## src/rtl/ird_pkg.sv

```systemverilog
package ird_pkg;

  typedef enum logic [2:0] {
    ST_IDLE,
    ST_EXEC,
    ST_WALK,
    ST_COMMIT,
    ST_EMIT
  } ird_state_t;

  localparam logic [3:0] OP_RAISE    = 4'd0;
  localparam logic [3:0] OP_CLEAR    = 4'd1;
  localparam logic [3:0] OP_EOI      = 4'd2;
  localparam logic [3:0] OP_SET_RT   = 4'd3;
  localparam logic [3:0] OP_SET_EN   = 4'd4;
  localparam logic [3:0] OP_EN_LINES = 4'd5;
  localparam logic [3:0] OP_DIS_LINES = 4'd6;
  localparam logic [3:0] OP_PROG_RST = 4'd7;
  localparam logic [3:0] OP_GET_RT   = 4'd8;

  localparam logic [1:0] KIND_STATUS = 2'd0;
  localparam logic [1:0] KIND_RAISE  = 2'd1;
  localparam logic [1:0] KIND_CLEAR  = 2'd2;
  localparam logic [1:0] KIND_RESET  = 2'd3;

  typedef struct packed {
    logic latch;
    logic exec;
    logic walk;
    logic commit;
    logic emit;
  } ird_cmd_t;

  typedef struct packed {
    logic dmask_any;
    logic walk_done;
    logic emit_last;
  } ird_sts_t;

endpackage

```

## src/rtl/ird_ctrl.sv

```systemverilog
module ird_ctrl
  import ird_pkg::*;
(
  input  logic     clk,
  input  logic     rst_n,
  input  logic     start,
  input  ird_sts_t sts,
  output ird_cmd_t cmd,
  output logic     busy,
  output logic     out_valid
);

  ird_state_t state_r, state_nxt;

  always_ff @(posedge clk) begin
    if (!rst_n) begin
      state_r <= ST_IDLE;
    end else begin
      state_r <= state_nxt;
    end
  end

  always_comb begin
    state_nxt = state_r;
    cmd       = '0;
    busy      = 1'b1;
    out_valid = 1'b0;
    case (state_r)
      ST_IDLE: begin
        busy = 1'b0;
        if (start) begin
          cmd.latch = 1'b1;
          state_nxt = ST_EXEC;
        end
      end
      ST_EXEC: begin
        cmd.exec  = 1'b1;
        state_nxt = sts.dmask_any ? ST_WALK : ST_EMIT;
      end
      ST_WALK: begin
        cmd.walk = 1'b1;
        if (sts.walk_done) state_nxt = ST_COMMIT;
      end
      ST_COMMIT: begin
        cmd.commit = 1'b1;
        state_nxt  = ST_EMIT;
      end
      ST_EMIT: begin
        cmd.emit  = 1'b1;
        out_valid = 1'b1;
        if (sts.emit_last) state_nxt = ST_IDLE;
      end
      default: state_nxt = ST_IDLE;
    endcase
  end

endmodule

```

## src/rtl/ird_datapath.sv

```systemverilog
module ird_datapath
  import ird_pkg::*;
#(
  parameter int LINES          = 64,
  parameter int EXTERNAL_LINES = 32,
  parameter int MAX_TARGETS    = 8
) (
  input  logic        clk,
  input  logic        rst_n,
  input  ird_cmd_t    cmd,
  output ird_sts_t    sts,
  input  logic [3:0]  in_op,
  input  logic [5:0]  in_line,
  input  logic [2:0]  in_target_index,
  input  logic [63:0] in_mask,
  input  logic        cfg_we,
  input  logic [3:0]  cfg_wdata,
  output logic        out_ok,
  output logic [1:0]  out_kind,
  output logic [2:0]  out_target,
  output logic [5:0]  out_line_res,
  output logic [2:0]  out_route_value,
  output logic [31:0] out_enabled_now,
  output logic [31:0] out_pending_now,
  output logic [31:0] out_active_now,
  output logic        out_last
);

  localparam int          WLN = (EXTERNAL_LINES > 64) ? 64 : EXTERNAL_LINES;
  localparam int          CW  = $clog2(WLN + 1);
  localparam logic [63:0] EXT_MASK = (WLN >= 64) ? {64{1'b1}} :
                                     ((64'd1 << WLN) - 64'd1);

  logic [2:0]  mem [64];
  logic [63:0] vld_r;
  logic [2:0]  rd_q;
  logic [5:0]  rd_addr_r;
  logic [5:0]  rd_addr;
  logic        mem_we;

  logic [3:0]  tc_r;
  logic [3:0]  eff;
  logic [3:0]  op_r;
  logic [5:0]  ln_r;
  logic [2:0]  ti_r;
  logic [63:0] mask_r;

  logic [63:0] pend_r, en_r, act_r;
  logic        prog_r;
  logic        ok_r;
  logic [2:0]  rv_r;
  logic [1:0]  fk_r;
  logic [2:0]  ft_r;
  logic [5:0]  fl_r;
  logic [MAX_TARGETS-1:0] dmask_r, found_r, blk_r, dlv_r;
  logic [5:0]  dline_r [MAX_TARGETS];

  logic [CW-1:0] cnt_r;
  logic          ev_v_r;
  logic [5:0]    ev_ln_r;

  logic [2:0]  r;
  logic [63:0] bit_m;
  logic        inr, ext, r_ok, ti_ok, abit;
  logic        set_ok, mask_bad;
  logic [MAX_TARGETS-1:0] dmask_nxt, all_t, rbit, tibit;

  assign eff = (tc_r > 4'(MAX_TARGETS)) ? 4'(MAX_TARGETS) : tc_r;

  always_ff @(posedge clk) begin
    if (!rst_n) begin
      tc_r <= 4'd1;
    end else if (cfg_we) begin
      tc_r <= cfg_wdata;
    end
  end

  assign set_ok   = inr && ti_ok && !(prog_r && (!ext || abit));
  assign mask_bad = |(mask_r & ~EXT_MASK);

  assign rd_addr = cmd.latch ? in_line : 6'(cnt_r);
  assign mem_we  = cmd.exec && op_r == OP_SET_RT && set_ok;

  always_ff @(posedge clk) begin
    if (mem_we) mem[ln_r] <= ti_r;
    rd_q      <= mem[rd_addr];
    rd_addr_r <= rd_addr;
  end

  assign r     = vld_r[rd_addr_r] ? rd_q : 3'd0;
  assign bit_m = 64'd1 << ln_r;
  assign inr   = 32'(ln_r) < LINES;
  assign ext   = 32'(ln_r) < WLN;
  assign r_ok  = {1'b0, r} < eff;
  assign ti_ok = {1'b0, ti_r} < eff;
  assign abit  = |(act_r & bit_m);

  always_comb begin
    for (int t = 0; t < MAX_TARGETS; t++) begin
      all_t[t] = 4'(t) < eff;
      rbit[t]  = (3'(t) == r) && r_ok;
      tibit[t] = (3'(t) == ti_r);
    end
  end

  always_comb begin
    dmask_nxt = '0;
    case (op_r)
      OP_RAISE:  if (inr && prog_r && ext && !abit) dmask_nxt = rbit;
      OP_CLEAR:  if (inr && prog_r && ext && abit) dmask_nxt = rbit;
      OP_EOI:    if (ext && prog_r && abit) dmask_nxt = rbit;
      OP_SET_RT: if (set_ok && prog_r) dmask_nxt = tibit;
      OP_SET_EN, OP_EN_LINES:
        if (!mask_bad && prog_r) dmask_nxt = all_t;
      default:   dmask_nxt = '0;
    endcase
  end

  always_ff @(posedge clk) begin
    if (!rst_n) begin
      vld_r  <= '0;
      pend_r <= '0;
      en_r   <= '1;
      act_r  <= '0;
      prog_r <= 1'b0;
      cnt_r  <= '0;
      ev_v_r <= 1'b0;
      dlv_r  <= '0;
      fk_r   <= KIND_STATUS;
    end else begin
      if (cmd.latch) begin
        op_r   <= in_op;
        ln_r   <= in_line;
        ti_r   <= in_target_index;
        mask_r <= in_mask;
      end
      if (cmd.exec) begin
        ok_r    <= 1'b0;
        rv_r    <= 3'd0;
        fk_r    <= KIND_STATUS;
        ft_r    <= r;
        fl_r    <= ln_r;
        dmask_r <= dmask_nxt;
        found_r <= '0;
        blk_r   <= '0;
        dlv_r   <= '0;
        cnt_r   <= '0;
        ev_v_r  <= 1'b0;
        case (op_r)
          OP_RAISE: begin
            if (inr && !prog_r && r_ok) begin
              ok_r <= 1'b1;
              fk_r <= KIND_RAISE;
            end else if (inr && prog_r && ext) begin
              ok_r   <= 1'b1;
              pend_r <= pend_r | bit_m;
            end
          end
          OP_CLEAR: begin
            if (inr && !prog_r && r_ok) begin
              ok_r <= 1'b1;
              fk_r <= KIND_CLEAR;
            end else if (inr && prog_r && ext) begin
              ok_r   <= 1'b1;
              pend_r <= pend_r & ~bit_m;
              if (abit) begin
                act_r <= act_r & ~bit_m;
                if (r_ok) fk_r <= KIND_CLEAR;
              end
            end
          end
          OP_EOI: begin
            if (ext && prog_r && abit) begin
              ok_r  <= 1'b1;
              act_r <= act_r & ~bit_m;
            end
          end
          OP_SET_RT: begin
            if (set_ok) begin
              ok_r         <= 1'b1;
              vld_r[ln_r]  <= 1'b1;
            end
          end
          OP_SET_EN, OP_EN_LINES, OP_DIS_LINES: begin
            if (!mask_bad && prog_r) begin
              ok_r <= 1'b1;
              if (op_r == OP_SET_EN) en_r <= mask_r;
              else if (op_r == OP_EN_LINES) en_r <= en_r | mask_r;
              else en_r <= en_r & ~mask_r;
            end
          end
          OP_PROG_RST: begin
            ok_r   <= 1'b1;
            prog_r <= 1'b1;
            en_r   <= '0;
            pend_r <= '0;
            act_r  <= '0;
            vld_r  <= '0;
            fk_r   <= KIND_RESET;
            ft_r   <= 3'd0;
            fl_r   <= 6'd0;
          end
          OP_GET_RT: begin
            if (ext) begin
              ok_r <= 1'b1;
              rv_r <= r;
            end
          end
          default: ok_r <= 1'b0;
        endcase
      end
      if (cmd.walk) begin
        if (cnt_r < CW'(WLN)) begin
          cnt_r   <= cnt_r + 1'b1;
          ev_v_r  <= 1'b1;
          ev_ln_r <= 6'(cnt_r);
        end else begin
          ev_v_r <= 1'b0;
        end
        if (ev_v_r) begin
          for (int t = 0; t < MAX_TARGETS; t++) begin
            if (r == 3'(t)) begin
              if (act_r[ev_ln_r]) blk_r[t] <= 1'b1;
              if (pend_r[ev_ln_r] && en_r[ev_ln_r] && !found_r[t]) begin
                found_r[t]   <= 1'b1;
                dline_r[t]   <= ev_ln_r;
              end
            end
          end
        end
      end
      if (cmd.commit) begin
        dlv_r <= found_r & ~blk_r & dmask_r;
        for (int t = 0; t < MAX_TARGETS; t++) begin
          if (found_r[t] && !blk_r[t] && dmask_r[t]) begin
            pend_r[dline_r[t]] <= 1'b0;
            act_r[dline_r[t]]  <= 1'b1;
          end
        end
      end
      if (cmd.emit) begin
        if (fk_r != KIND_STATUS) fk_r <= KIND_STATUS;
        else dlv_r <= dlv_r & (dlv_r - 1'b1);
      end
    end
  end

  logic [2:0] lo_t;
  always_comb begin
    lo_t = 3'd0;
    for (int t = MAX_TARGETS - 1; t >= 0; t--) begin
      if (dlv_r[t]) lo_t = 3'(t);
    end
  end

  always_comb begin
    out_ok          = ok_r;
    out_route_value = rv_r;
    out_enabled_now = en_r[31:0];
    out_pending_now = pend_r[31:0];
    out_active_now  = act_r[31:0];
    if (fk_r != KIND_STATUS) begin
      out_kind     = fk_r;
      out_target   = ft_r;
      out_line_res = fl_r;
      out_last     = (dlv_r == '0);
    end else if (dlv_r != '0) begin
      out_kind     = KIND_RAISE;
      out_target   = lo_t;
      out_line_res = dline_r[lo_t];
      out_last     = ((dlv_r & (dlv_r - 1'b1)) == '0);
    end else begin
      out_kind     = KIND_STATUS;
      out_target   = 3'd0;
      out_line_res = 6'd0;
      out_last     = 1'b1;
    end
  end

  assign sts.dmask_any = |dmask_nxt;
  assign sts.walk_done = (cnt_r == CW'(WLN)) && !ev_v_r;
  assign sts.emit_last = out_last;

endmodule

```

## src/rtl/interrupt_router_dispatch_core.sv

```systemverilog
// channel  ports                                          handshake
// in       in_op in_line in_target_index in_mask          start & !busy
// out      out_ok out_kind out_target out_line_res ...    out_valid, one cycle
// cfg      cfg_wdata (hart count)                         cfg_we
// An item is latched, executed, then emitted at one result per cycle; ops that
// redispatch add a walk of the route table memory and a commit before the emit.
// Results follow back to back, out_last on the final beat; busy falls after it.
// Synchronous active-low reset clears pending, active, route valid bits.
// The receiver cannot stall; a beat is taken in the cycle it is shown.
module interrupt_router_dispatch_core
  import ird_pkg::*;
#(
  parameter int LINES          = 64,
  parameter int EXTERNAL_LINES = 32,
  parameter int MAX_TARGETS    = 8
) (
  input  logic        clk,
  input  logic        rst_n,
  input  logic        start,
  output logic        busy,
  input  logic [3:0]  in_op,
  input  logic [5:0]  in_line,
  input  logic [2:0]  in_target_index,
  input  logic [63:0] in_mask,
  input  logic        cfg_we,
  input  logic [3:0]  cfg_wdata,
  output logic        out_valid,
  output logic        out_ok,
  output logic [1:0]  out_kind,
  output logic [2:0]  out_target,
  output logic [5:0]  out_line_res,
  output logic [2:0]  out_route_value,
  output logic [31:0] out_enabled_now,
  output logic [31:0] out_pending_now,
  output logic [31:0] out_active_now,
  output logic        out_last
);

  ird_cmd_t cmd;
  ird_sts_t sts;

  ird_ctrl u_ctrl (
    .clk       (clk),
    .rst_n     (rst_n),
    .start     (start),
    .sts       (sts),
    .cmd       (cmd),
    .busy      (busy),
    .out_valid (out_valid)
  );

  ird_datapath #(
    .LINES          (LINES),
    .EXTERNAL_LINES (EXTERNAL_LINES),
    .MAX_TARGETS    (MAX_TARGETS)
  ) u_dp (
    .clk             (clk),
    .rst_n           (rst_n),
    .cmd             (cmd),
    .sts             (sts),
    .in_op           (in_op),
    .in_line         (in_line),
    .in_target_index (in_target_index),
    .in_mask         (in_mask),
    .cfg_we          (cfg_we),
    .cfg_wdata       (cfg_wdata),
    .out_ok          (out_ok),
    .out_kind        (out_kind),
    .out_target      (out_target),
    .out_line_res    (out_line_res),
    .out_route_value (out_route_value),
    .out_enabled_now (out_enabled_now),
    .out_pending_now (out_pending_now),
    .out_active_now  (out_active_now),
    .out_last        (out_last)
  );

endmodule
```

## config.mk

```make
export PLATFORM = sky130hd
export DESIGN_NAME = interrupt_router_dispatch_core
export DESIGN_NICKNAME = d
export VERILOG_FILES = /design/src/rtl/ird_pkg.sv /design/src/rtl/ird_ctrl.sv /design/src/rtl/ird_datapath.sv /design/src/rtl/interrupt_router_dispatch_core.sv
export SDC_FILE = /design/constraint.sdc
export NUM_CORES = 2
export LEC_CHECK = 0
export CELL_PAD_IN_SITES_DETAIL_PLACEMENT = 1
export CELL_PAD_IN_SITES_GLOBAL_PLACEMENT = 2
export CORE_MARGIN = 5
export CORE_UTILIZATION = 45
export CTS_CLUSTER_SIZE = 24
export DETAILED_ROUTE_END_ITERATION = 12
export DONT_BUFFER_PORTS = 1
export PLACE_DENSITY_LB_ADDON = 0.1
export RECOVER_POWER = 25
export SKIP_CTS_REPAIR_TIMING = 1
export SYNTH_ARGS = -nofsm -noshare
export SYNTH_HDL_FRONTEND = slang
export SYNTH_SLANG_ARGS = --single-unit
```

## constraint.sdc

```tcl
create_clock -name clk -period 9.3 [get_ports clk]
set_input_delay 1.86 -clock clk [delete_from_list [all_inputs] [get_ports clk]]
set_output_delay 1.86 -clock clk [all_outputs]
set_load 0.1 [all_outputs]
```

# After elaboration in Yosys (flattened, before gate mapping)
# Memory sizes are Yosys's and may differ from the RTL's. A register that Yosys moved wholly into a read port is not among the register bits.
# Cells that the tools add are included.
[word_totals]
ff_bits = 407
ramBits = 240
output_inout_bits = 114
wordCells = 510
memories = 2
[mem_list]
columns = ["name", "depth", "width", "rd", "rd_ports_with_merged_regs", "wr", "line_no", "text"]
rows = [
  ["u_dp.mem", 64, 3, 1, 1, 1, "ird_datapath.sv:34", "logic [2:0] mem [64];"],
  ["u_dp.dline_r", 8, 6, 9, 0, 1, "ird_datapath.sv:56", "logic [5:0] dline_r [MAX_TARGETS];"],
]
[op_classes]
n_addsub = 2
magnitude_cmp = 33
n_eq_ne = 39
shifts = 1
mux = 263
n_bitwise = 37
n_reduce_logical = 109
[op_table]
columns = ["op", "n"]
rows = [
  ["64-bit two-way mux", 62],
  ["64-bit bitwise AND", 12],
  ["64-bit bitwise OR", 11],
  ["64-bit NOT", 10],
  ["64-bit one-hot mux with 3 select lines", 2],
  ["64-bit one-hot mux with 2 select lines", 2],
  ["1-bit two-way mux", 122],
  ["8-bit two-way mux", 14],
  ["6-bit two-way mux", 13],
  ["6-bit by 7-bit < comparator with 1-bit output (second input constant)", 11],
  ["3-bit two-way mux", 22],
  ["64-bit OR reduction", 1],
  ["1-bit by 6-bit left shift with 64-bit output (first input constant)", 1],
  ["1-bit demux with 6-bit select", 9],
  ["6-bit by 1-bit >= comparator with 1-bit output (second input constant)", 9],
  ["1-bit logical AND", 53],
  ["6-bit OR reduction", 7],
  ["8-bit one-hot mux with 4 select lines", 1],
  ["32-bit OR reduction", 1],
  ["8-bit bitwise AND", 3],
  ["1-bit binary-select mux with 6-bit select", 4],
  ["3-bit equality test (first input constant)", 8],
  ["1-bit zero test", 22],
  ["4-bit by 3-bit equality test with 1-bit output (second input constant)", 4],
  ["36 further kinds", 80],
]

# Depth between registers and ports, before layout
[logic_depth]
ltp_word = 40
mapped_depth = 14
mapped_depth_nobuf = 12

# By module
# Synthesis repeated with hierarchy kept, for this count alone.
[unflattened]
cells_unflattened = 3323
hier_area_um2 = 32278.5
[modules_own_cells]
columns = ["module", "n_inst", "cells_per_inst", "area_per_inst_um2", "seq_area_each_um2"]
rows = [
  ["ird_datapath", 1, 3296, 32068.3, 16555.9],
  ["ird_ctrl", 1, 27, 210.2, 60.1],
]

# Worst setup path before layout
# Ideal clock, no wire load.
[synth_timing]
kind = "register to output"
startpoint = "register u_dp.dlv_r[7]"
endpoint = "output port out_line_res[2]"
arrival_ns = 2.926
required_time_ns = 7.440
slack_ns = 4.514
stages_incl_launch_ff = 9
path_buffers = 1
path_cell_list = "dfxtp_1 > nand2b_1 > a21oi_1 > o21bai_1 > a21oi_1 > clkbuf_1 > mux4_2 > a221oi_1 > nor2_1"
[synth_via]
elab_chain_len = 11
word_cells_on_any_way = 12
classes_between = "10 x mux; 1 x reduce/logical; 1 x memory"
[synth_lines]
columns = ["element", "line_no", "text"]
rows = [
  ["from (decl)", "ird_datapath.sv:55", "logic [MAX_TARGETS-1:0] dmask_r, found_r, blk_r, dlv_r;"],
  ["from (signal assigned)", "ird_datapath.sv:233", "dlv_r <= found_r & ~blk_r & dmask_r;"],
  ["from (signal assigned)", "ird_datapath.sv:243", "else dlv_r <= dlv_r & (dlv_r - 1'b1);"],
  ["3-bit two-way mux (8 in a row)", "ird_datapath.sv:252", "if (dlv_r[t]) lo_t = 3'(t);"],
  ["memory read 8 x 6 bit", "-", ""],
  ["6-bit two-way mux *", "ird_datapath.sv:267", "end else if (dlv_r != '0) begin"],
  ["6-bit two-way mux *", "ird_datapath.sv:262", "if (fk_r != KIND_STATUS) begin"],
  ["to (decl)", "interrupt_router_dispatch_core.sv:31", "output logic [5:0] out_line_res,"],
]
# Every way passes the cells marked *; elsewhere a longest branch is shown, timed or not.

# Final worst setup path
[layout_timing]
startpoint = "register u_dp.ev_ln_r[1]"
endpoint = "memory u_dp.dline_r[1][3], enable pin"
[layout_via]
elab_chain_len = 18
word_cells_on_any_way = 82
classes_between = "66 x mux; 16 x reduce/logical"
[layout_lines]
columns = ["element", "line_no", "text"]
rows = [
  ["from (decl)", "ird_datapath.sv:60", "logic [5:0] ev_ln_r;"],
  ["from (signal assigned)", "ird_datapath.sv:216", "ev_ln_r <= 6'(cnt_r);"],
  ["1-bit binary-select mux with 6-bit select", "ird_datapath.sv:224", "if (pend_r[ev_ln_r] && en_r[ev_ln_r] && !found_r[t]) begin"],
  ["1-bit two-way mux (implied by the code)", "ird_datapath.sv:224", ""],
  ["1-bit logical AND *", "ird_datapath.sv:224", ""],
  ["1-bit logical AND", "ird_datapath.sv:224", ""],
  ["1-bit two-way mux", "ird_datapath.sv:224", ""],
  ["1-bit two-way mux", "ird_datapath.sv:222", "if (r == 3'(t)) begin"],
  ["1-bit two-way mux", "ird_datapath.sv:220", "if (ev_v_r) begin"],
  ["1-bit two-way mux", "ird_datapath.sv:212", "if (cmd.walk) begin"],
  ["1-bit two-way mux", "ird_datapath.sv:120", "if (!rst_n) begin"],
  ["1-bit two-way mux (implied by the code)", "ird_datapath.sv:226", "dline_r[t] <= ev_ln_r;"],
  ["6-bit OR reduction (no source line)", "-", ""],
  ["3-bit two-way mux (no source line) / 1-bit two-way mux (equally long branches) (7 in a row)", "-", ""],
  ["to (decl)", "ird_datapath.sv:56", ""],
]
# Every way passes the cells marked *; elsewhere a longest branch is shown, timed or not. The select of a mux whose other input is x is not followed.

==> metrics <==
status complete, but fails checks; failing checks max-capacitance violations, max-slew violations; Place WS 3.57 ns; Initial DRC Count 3684; Mapped Area 0.0329 mm^2; input/output buffers 0; peak supply drop 0.184 mV; Setup CP Type register to register; Max-Cap Viols 9; Worst-Skew Late Latency 0.65 ns; Die Width 280 um; Worst-Margin Slew 3.26 ns; Hold Violations, Final 0; DRT Pass-1 Iters 7; asr flop ratio synth 0%; CP max FO 33; Critical Path RT 9.51 ns; Initial Util 45.2%; slowest cell on the critical path clkbuf_1; core area 0.0727 mm^2; Main synth FF type edfxtp_1; Clk pin slew, worst setup/hold paths 0.06 ns; Period minus WS final 6.31 ns; Vias/cell 6.90; largest net degree at the start of global routing 132; number of global-route vias before repair 28479; # clock sinks 650; TNS Setup 0 ns; CP cell instances clkbuf_1, mux4_2, mux2i_1, mux4_2, nor2_1, or3_1, or2_2, nor3_1; depth of the CTS H-tree 3; min setup slack post-route 2.99 ns; top post-synthesis cells by area edfxtp_1, dfxtp_1, nand2_1, mux4_2, mux2i_1; crit path DAT 6.52 ns; Vias 29007; io pins 199; syn avg cell area 9.92 um^2; Synth top area share 32.9%; commonest cells after routing, fill and taps aside nand2_1, edfxtp_1, dfxtp_1, nor2_1, o21ai_0; Total GRT Usage 36.9%; Slew headroom -117%; Worst Skew 0.0692 ns; RSZ-0062 raised after global routing no; CTS root buf clkbuf_16; max frequency 158 MHz; syn_nets 3408; Final setup violation count 0; Worst setup SP type register; max-slew violations 287; CTS tree built; count of cell types in the netlist 86; die area 0.0786 mm^2; layout cells sized above 1 13.2%; dpl hpwl 107000 um; sequential-to-total area share from yosys stat 50.5%; part of the cycle the worst path needs 67.9%; Syn. warnings 0; Final ANT Viol Nets 0; gpl congestion 1.01; first-pass GRT wire length 212000 um; fillers 7897; Synth area leader edfxtp_1; cts bufs inserted 73; nets 3274; wire length per cell 35.7 um; Pleak 12.1 nW; Syn Inst Count 3317; total gr overflow 0; initial antenna violation count 6; CP endpoint kind register; total wire length 150000 um; max incr delay on CP 1.98 ns; row count 99; HP Class register to register; Die H 280 um; commonest non-fill, non-tap cell in the layout nand2_1; register bit count reported by yosys 650; Pwr Density 179 mW/mm^2; CTS Buffer Depth 3; Area Growth Syn to Fin 9.29%; DRC Markers 0; Post-synth EDFFs 360; Worst path most repeated cell mux4_2
==> per-layer routing <==
| metal | vias up | track usage (%) | wire [um] |
|---|---|---|---|
| li1 | 12071 | - | - |
| met1 | 14767 | 50.4 | 59600 |
| met2 | 1816 | 54.7 | 65400 |
| met3 | 351 | 11.2 | 17400 |
| met4 | 2 | 16.0 | 7860 |
| met5 | - | 0 | 9 |
==> cells in the mapped netlist (11+ instances only) <==
library cell  instances
a31o_2               13
buf_2                34
nor2_1              229
and3_1               65
or3_1                31
nor3b_1              24
o22ai_1              38
nand2b_1             29
or2_2                22
o211ai_1             24
clkbuf_1            172
a311oi_1             13
mux4_2               55
buf_1                27
edfxtp_1            360
o41ai_2              30
nand2_1             550
o31ai_1              50
a22oi_1             115
a21oi_1              95
a221oi_1             68
and3b_1              17
dfxtp_1             290
and2_1               21
a32oi_1              17
buf_4               108
a31oi_1              46
o21ai_0             173
nand3_1             151
inv_1                32
nor2b_1              11
nand3b_1             23
a22o_1               19
nor3_1               91
mux2i_1              87
nand4_1              25
==> metrics by stage <==
stage / hold WS, ns / total power (W) / utilization, % / instances / area (um^2)
floorplan: 0.410 / 0.00336 / - / 3317 / 32900
global placement: 0.417 / 0.00346 / 46.1 / 4067 / 33500
detailed placement: 0.429 / 0.00347 / 46.1 / 4067 / 33500
CTS: 0.436 / 0.00644 / 49.5 / 4199 / 36000
global route: 0.454 / 0.00659 / 49.4 / 4199 / 35900
finish: 0.433 / 0.00642 / 49.4 / 4202 / 35900
==> area by class of cell <==
type	instances	area (um^2)	share of cell area, %
antenna	3	7.51	0.0209
clock buffer	96	1970	5.49
clock inverter	36	509	1.42
inverter	35	133	0.369
multi-input combinational	2281	14500	40.2
sequential	650	16600	46.2
tap	959	1200	3.34
timing repair buffer	142	1050	2.92
==> cells by family after synthesis <==
kind of cell / Yosys count / synth area share (%)
xor+xnor: 2 / 0.0533
buf+inv: 386 / 6.00
compound gates: 792 / 17.4
flops: 650 / 50.5
fa+ha+maj: 7 / 0.259
mux: 150 / 6.69
simple gates: 1330 / 19.1
==> report_power, final <==
part	leakage, nW	internal [W]	total [W]	switching, W
Combinational	5.29	0.0000799	0.000308	0.000229
Clock	1.20	0.00172	0.00300	0.00128
Sequential	5.63	0.00306	0.00311	0.0000498
Total	12.1	0.00486	0.00642	0.00156
==> worst paths after layout <==
check                       start                 end  slack (ns)  cells after the start
hold / removal    u_dp.pend_r[55]     u_dp.pend_r[55]        0.43                      2
hold reg to reg   u_dp.pend_r[55]     u_dp.pend_r[55]        0.43                      2
setup reg to reg  u_dp.ev_ln_r[1]  u_dp.dline_r[1][3]        2.99                      8
setup / recovery  u_dp.ev_ln_r[1]  u_dp.dline_r[1][3]        2.99                      8
==> state kept, by name, summed over array words and instances, names as in the netlist, 8 cells and up <==
name	count
u_dp.dline_r	48
u_dp.blk_r	8
u_dp.en_r	64
u_dp.mem	192
u_dp.act_r	64
u_dp.mask_r	64
u_dp.dmask_r	8
u_dp.pend_r	64
u_dp.vld_r	64
u_dp.dlv_r	8
u_dp.found_r	8
==> critical path, delay by kind of cell (launching register included) <==
family,cells,cell delay [ns]
buffers and inverters,1,1.98
flip-flops,1,0.35
multiplexers,3,1.42
AND/OR/NAND/NOR,4,2.05
No activity file was read; power rests on OpenSTA's default activity.
